## config.mk

```make
export PLATFORM = sky130hd
export DESIGN_NAME = rgbls_ctrl
export DESIGN_NICKNAME = d
export VERILOG_FILES = /design/src/hw/rtl/rgb_led_one_wire_serializer_top_assert.svh /design/src/hw/rtl/rgbls_pkg.sv /design/src/hw/rtl/rgbls_ctrl.sv
export SDC_FILE = /design/constraint.sdc
export NUM_CORES = 1
export LEC_CHECK = 0
export ABC_AREA = 1
export BUFFER_PORTS_ARGS = -buffer_cell sky130_fd_sc_hd__buf_2
export CAP_MARGIN = 0
export CORE_AREA = 2 2 39 41
export DETAILED_ROUTE_END_ITERATION = 7
export DIE_AREA = 0 0 41 43
export PLACE_DENSITY = 0.42
export SETUP_SLACK_MARGIN = 0.3
export SLEW_MARGIN = 20
export SYNTH_ARGS = -nofsm -noshare
export SYNTH_HDL_FRONTEND = slang
export SYNTH_SLANG_ARGS = --single-unit
```

## constraint.sdc

```tcl
create_clock -name aclk -period 2.1 [get_ports aclk]
set_input_delay 0.315 -clock aclk [delete_from_list [all_inputs] [get_ports aclk]]
set_output_delay 0.315 -clock aclk [all_outputs]
set_load 0.05 [all_outputs]
```

## src/hw/rtl/rgb_led_one_wire_serializer_top_assert.svh

```systemverilog
// Assertion macros for the one-wire RGB LED serializer
`ifndef RGB_LED_ONE_WIRE_SERIALIZER_TOP_ASSERT_SVH
`define RGB_LED_ONE_WIRE_SERIALIZER_TOP_ASSERT_SVH

`ifndef SYNTH

// Check a property on each rising edge, switched off while reset is low
`define RGBLS_ASSERT_RST(label, clk, rst_n, prop) \
    label: assert property (@(posedge clk) disable iff (!(rst_n)) (prop)) \
        else $error("rgbls assertion failed");

// Check a property on each rising edge, reset included
`define RGBLS_ASSERT(label, clk, prop) \
    label: assert property (@(posedge clk) (prop)) \
        else $error("rgbls assertion failed");

`else

`define RGBLS_ASSERT_RST(label, clk, rst_n, prop)
`define RGBLS_ASSERT(label, clk, prop)

`endif

`endif

```

## src/hw/rtl/rgbls_pkg.sv

```systemverilog
// Shared types and constants of the one-wire RGB LED serializer
`default_nettype none

package rgbls_pkg;

    // Store size and field widths
    localparam int MAX_LEDS_DEF   = 1024;
    localparam int TICK_W         = 15;
    localparam int LED_CNT_W      = 11;
    localparam int LED_IDX_W      = 10;
    localparam int COLOUR_W       = 8;
    localparam int PIX_W          = 24;
    localparam int BIT_W          = 5;
    localparam int CFG_IDX_W      = 3;
    localparam int S_TDATA_W      = 40;
    localparam int M_TDATA_W      = 8;

    localparam logic [BIT_W-1:0] BIT_LAST = BIT_W'(PIX_W - 1);

    // Register reset values
    localparam logic [TICK_W-1:0]    ZERO_HIGH_RST = TICK_W'(4);
    localparam logic [TICK_W-1:0]    ZERO_LOW_RST  = TICK_W'(8);
    localparam logic [TICK_W-1:0]    ONE_HIGH_RST  = TICK_W'(8);
    localparam logic [TICK_W-1:0]    ONE_LOW_RST   = TICK_W'(4);
    localparam logic [TICK_W-1:0]    LATCH_RST     = TICK_W'(600);
    localparam logic [LED_CNT_W-1:0] LED_COUNT_RST = '0;

    // Commands carried in s_tuser
    typedef enum logic [1:0] {
        CMD_TICK    = 2'd0,
        CMD_SET     = 2'd1,
        CMD_REFRESH = 2'd2,
        CMD_CLEAR   = 2'd3
    } cmd_t;

    // Line phase of the frame in progress
    typedef enum logic [1:0] {
        PH_IDLE  = 2'd0,
        PH_HIGH  = 2'd1,
        PH_LOW   = 2'd2,
        PH_LATCH = 2'd3
    } phase_t;

    // Configuration register indexes
    typedef enum logic [CFG_IDX_W-1:0] {
        CFG_ZERO_HIGH = 3'd0,
        CFG_ZERO_LOW  = 3'd1,
        CFG_ONE_HIGH  = 3'd2,
        CFG_ONE_LOW   = 3'd3,
        CFG_LATCH     = 3'd4,
        CFG_LED_COUNT = 3'd5
    } cfg_idx_t;

    // Controller states
    typedef enum logic [2:0] {
        ST_INIT,
        ST_IDLE,
        ST_WIPE,
        ST_FETCH,
        ST_LOAD
    } ctrl_state_t;

    // Controller to datapath
    typedef struct packed {
        logic accept_en;
        logic sweep_en;
        logic sweep_all;
        logic fetch;
        logic load;
    } ctrl_cmd_t;

    // Datapath to controller
    typedef struct packed {
        logic start_wipe;
        logic need_fetch;
        logic sweep_last;
    } dp_stat_t;

endpackage

`default_nettype wire

```

## src/hw/rtl/rgbls_ctrl.sv

```systemverilog
// Controller state machine of the one-wire RGB LED serializer
`default_nettype none

module rgbls_ctrl (
    input  wire                    aclk,
    input  wire                    aresetn,
    input  rgbls_pkg::dp_stat_t    dp_stat,
    output rgbls_pkg::ctrl_cmd_t   ctl_cmd
);

    rgbls_pkg::ctrl_state_t state_reg;
    rgbls_pkg::ctrl_state_t state_next;

    // Hold the state register
    always_ff @(posedge aclk) begin
        if (!aresetn) begin
            state_reg <= rgbls_pkg::ST_INIT;
        end else begin
            state_reg <= state_next;
        end
    end

    // Choose the next state and drive the datapath commands
    always_comb begin
        state_next = state_reg;
        ctl_cmd    = '0;
        case (state_reg)
            rgbls_pkg::ST_INIT: begin
                ctl_cmd.sweep_en  = 1'b1;
                ctl_cmd.sweep_all = 1'b1;
                if (dp_stat.sweep_last) begin
                    state_next = rgbls_pkg::ST_IDLE;
                end
            end
            rgbls_pkg::ST_IDLE: begin
                ctl_cmd.accept_en = 1'b1;
                if (dp_stat.start_wipe) begin
                    state_next = rgbls_pkg::ST_WIPE;
                end else if (dp_stat.need_fetch) begin
                    state_next = rgbls_pkg::ST_FETCH;
                end
            end
            rgbls_pkg::ST_WIPE: begin
                ctl_cmd.sweep_en = 1'b1;
                if (dp_stat.sweep_last) begin
                    state_next = rgbls_pkg::ST_FETCH;
                end
            end
            rgbls_pkg::ST_FETCH: begin
                ctl_cmd.fetch = 1'b1;
                state_next    = rgbls_pkg::ST_LOAD;
            end
            rgbls_pkg::ST_LOAD: begin
                ctl_cmd.load = 1'b1;
                state_next   = rgbls_pkg::ST_IDLE;
            end
            default: begin
                state_next = rgbls_pkg::ST_INIT;
            end
        endcase
    end

endmodule

`default_nettype wire

```

# [Yosys cells after proc, flatten, opt, wreduce, memory -nomap -nowiden]
# Cells that the tools add are included.
[totals] reg_bits=3 output_inout_bits=5
[classes] n_eq_ne=7 n_mux=10 n_reduce_logical=3
[ops] operator="$pmux 3 s5" n=1
[ops] operator="$mux 3" n=4
[ops] operator="$eq 3x2->1 const B" n=2
[ops] operator="$mux 1" n=5
[ops] operator="$ne 2x2->1 const B" n=2
[ops] operator="$eq 3x1->1 const B" n=1
[ops] operator="$eq 3x3->1 const B" n=1
[ops] operator="$logic_not 3->1" n=1
[ops] operator="$ne 3x3->1 const B" n=1
[ops] operator="$reduce_and 3->1" n=1
[ops] operator="$reduce_or 2->1" n=1

# [Logic depth before layout (Yosys ltp)]
[logic_depth] word_depth=3 ltp_mapped=6 ltp_nobuf=6

# [Worst setup path after synthesis]
# No wires, ideal clock.
[synth_timing] path_kind="register to output" from="reg state_reg[2]" to="out ctl_cmd[0] (netlist bit)" t_arrival_ps=1154 required_time_ps=1785 setup_slack_ps=631 stages_incl_launch_ff=3 path_buffers=0 cell_sequence="dfxtp_1 inv_1 nor2_1"
[synth_lines] item="start: declaration" line="rgbls_ctrl.sv:11" source="rgbls_pkg::ctrl_state_t state_reg;"
[synth_lines] item="start signal: assignment" line="rgbls_ctrl.sv:17" source="state_reg <= rgbls_pkg::ST_INIT;"
[synth_lines] item="start signal: assignment" line="rgbls_ctrl.sv:19" source="state_reg <= state_next;"
[synth_lines] item="end: declaration" line="rgbls_ctrl.sv:8" source="output rgbls_pkg::ctrl_cmd_t ctl_cmd"

==> out/results.md <==
| Group | Metric | Value |
|:---|:---|:---|
| placement | Post-Place Cell Area | 242.7 µm² |
| cts | Number of buffers created by CTS | 3 |
| layout | Largest register FFs | 3 |
| logic synthesis | Yosys top cell area share | 33.80% |
| sta | Post-Route Skew | 3.403 ps |
| placement | Port Buffers | 9 |
| sta | Period minus WS final | 1436 ps |
| cts | CTS Root Buffer Type | sky130_fd_sc_hd__clkbuf_4 |
| logic synthesis | Number of distinct standard cells referenced by the synthesized netlist | 11 |
| pwr | Lkg Pwr | 0.1487 nW |
| sta | Worst slew margin relative to its limit | 83.59% |
| routing | Router iterations before antenna repair | 4 |
| critical path | Element type at the critical path start | flop |
| logic synthesis | Portion of the post-synthesis area used by sequential elements | 33.80% |
| cts | Hold-fix buffers, CTS | 0 |
| sta | FMAX | 696.3 MHz |
| critical path | Stage delay of the slowest cell on the critical path | 430 ps |
| layout | Post-Layout Inst Area | 269.0 µm² |
| layout | Share of post-route cells with drive strength above 1 | 37.21% |
| sta | Final count of hold timing violations | 0 |
| routing | DRT antenna net count | 0 |
| layout | Final net count | 49 |
| grt | GRT Resource Usage Total | 6.620% |
| cts | Post-cts sizing count | 0 |
| logic synthesis | Synthesized flop and latch total | 3 |
| critical path | Sort of element at the end of the critical path | primary output |
| critical path | Cell breakdown of the critical path | inv_1, nor2_1, buf_2 |
| job | Number of maximum-capacitance constraint violations | 0 |
| critical path | Maximum fanout along the worst path | 6 |
| logic synthesis | Total standard cell area after synthesis | 177.7 µm² |
| logic synthesis | Syn_nets | 35 |
| critical path | Required time at the worst-slack endpoint | 1780 ps |
| worst hold path | Class of the tightest hold or removal check | in2reg |
| floorplanning | Num ports | 10 |
| sta | Setup TNS Final | 0 ps |
| routing | Total DRC errors in the routed layout | 0 |
| grt | Initial antenna violation count | 0 |
| placement | Weighted congestion reported at the end of routability-driven placement | 0.6143 |
| sta | Final-report max-slew violation count | 0 |
| grt | First-pass GRT wire length | 710 µm |
| logic synthesis | Post-synthesis average cell area | 5.922 µm² |
| sta | Setup repair after global routing missed its margin | no |
| cts | Worst-Skew Late Latency | 230 ps |
| cts | Level count of the clock H-tree | 1 |
| critical path | Slowest stage cell, crit path | sky130_fd_sc_hd__dfxtp_1 |
| floorplanning | Overall die width | 41 µm |
| critical path | Kind of critical path | reg2out |
| placement | Detailed-placement wirelength estimate | 365.1 µm |
| floorplanning | Total die area | 1763 µm² |
| layout | Total of fill cells in the finished design | 167 |
| sta | Period Utilization, post-route | 68.39% |
| routing | Routed via count divided by cell count | 3.627 |
| pwr | Largest voltage drop on the vdd net | 0.0002071 V |
| critical path | FF-to-FF setup slack | 1160 ps |
| cts | Clock-pin slew reported for the worst setup and hold paths after clock tree synthesis | 40 ps |
| cts | CTS Sinks | 3 |
| logic synthesis | Warning count from the yosys run | 0 |
| sta | Hold WS | 319.6 ps |
| grt | Overflow after GRT | 0 |
| sta | Slew at the pin closest to its max-slew limit | 247.8 ps |
| cts | Post-CTS setup buffer count | 0 |
| pwr | PD cells | 928.0 nW/µm² |
| logic synthesis | Cell taking the most area after synthesis | sky130_fd_sc_hd__dfxtp_1 |
| sta | Final number of setup-violating endpoints | 0 |
| floorplanning | Row count | 14 |
| routing | Starting DRC count in detailed routing | 3 |
| routing | Routed WL | 435 µm |
| grt | Largest net degree at the start of global routing | 7 |
| logic synthesis | Count of mapped cells out of synthesis | 30 |
| layout | Area delta synth->final | 51.41% |
| routing | DR WL/cell | 7.373 µm |
| floorplanning | Initial Util | 12.84% |
| cts | Buffer depth of the longest clock path | 2 |
| outcome | Run status | complete, no violations |
| floorplanning | Core outline area | 1384 µm² |
| layout | Count of inserted antenna diode cells | 0 |
| grt | Number of global-route vias before repair | 208 |
| floorplanning | Vertical die dimension | 43 µm |
| logic synthesis | Biggest area contributors in the synthesized netlist | sky130_fd_sc_hd__dfxtp_1, sky130_fd_sc_hd__nor2_1, sky130_fd_sc_hd__inv_1 |
| cts | CTS tree | yes |
| routing | Via Count | 214 |
| critical path | Critical path data arrival time | 1120 ps |
## cell usage after synthesis
cell type and instances:
sky130_fd_sc_hd__nor2_2 2, sky130_fd_sc_hd__inv_1 5, sky130_fd_sc_hd__nor3_1 1, sky130_fd_sc_hd__o21ai_1 2
sky130_fd_sc_hd__nand2_2 1, sky130_fd_sc_hd__nand2_1 5, sky130_fd_sc_hd__inv_2 1, sky130_fd_sc_hd__nor2_1 6
sky130_fd_sc_hd__dfxtp_1 3, sky130_fd_sc_hd__nand3_1 3, sky130_fd_sc_hd__a21oi_1 1
## logic make-up (layout without fill, tap and decap cells)
family / Yosys count / count (layout) / synth area share (%)
AO/OA/AOI/OAI: 3 / 3 / 8.448
buffers and inverters: 6 / 19 / 12.68
flip-flops: 3 / 3 / 33.80
AND/OR/NAND/NOR: 18 / 18 / 45.07
## worst paths after layout
check	startpoint	to	depth (start not counted)
worst max register to register	state_reg[2]	state_reg[0]	5
worst min register to register	state_reg[1]	state_reg[1]	2
worst min-delay path	aresetn	state_reg[1]	3
worst max-delay path	state_reg[2]	ctl_cmd[0]	3
## layout make-up
class,count,area [µm²],area share [%]
repair buffers,9,45.04,16.74
clock buffers,4,26.28,9.767
flip-flops and latches,3,60.06,22.33
multi-input cells,21,95.09,35.35
well taps,16,20.02,7.442
inverters,6,22.52,8.372
## per-stage QoR
stage                     instances  setup slack, ps  utilization (%)  power [mW]
after CTS                        59            643.1            19.44      0.2587
after floorplan                  30            630.9                -      0.1313
after global routing             59            581.1            19.44      0.2672
final                            59            663.8            19.44      0.2496
after detailed placement         55            898.3            17.54      0.1501
after global placement           55            902.3            17.54      0.1503
## routing by layer
layer	vias up	wire length (µm)	part of all wire (%)	GRT usage, %
met5	-	0	0	0
met3	0	38	8.7	1.571
met4	0	0	0	10.00
met1	91	165	38	6.410
met2	7	230	53	8.750
li1	116	-	-	-
## power by group
group | switching [mW] | internal (mW) | total, mW
clock | 0.0301 | 0.0712 | 0.101
combinational | 0.0577 | 0.0213 | 0.0790
sequential | 0.00688 | 0.0625 | 0.0693
## cells in the final DEF, fill, tap and decap left out, drive strengths merged
| cell type | instances |
|---|---|
| a21oi | 1 |
| dfxtp | 3 |
| buf | 9 |
| nand2 | 6 |
| nor2 | 8 |
| nand3 | 3 |
| o21ai | 2 |
| clkbuf | 4 |
| inv | 6 |
| nor3 | 1 |
## worst max-delay path: cells and delay by family, from the launching register on
family | cells | cell delay (ps)
buffers and inverters | 2 | 360
flip-flops | 1 | 430
AND/OR/NAND/NOR | 1 | 100
Power figures use the tool's default switching activity.
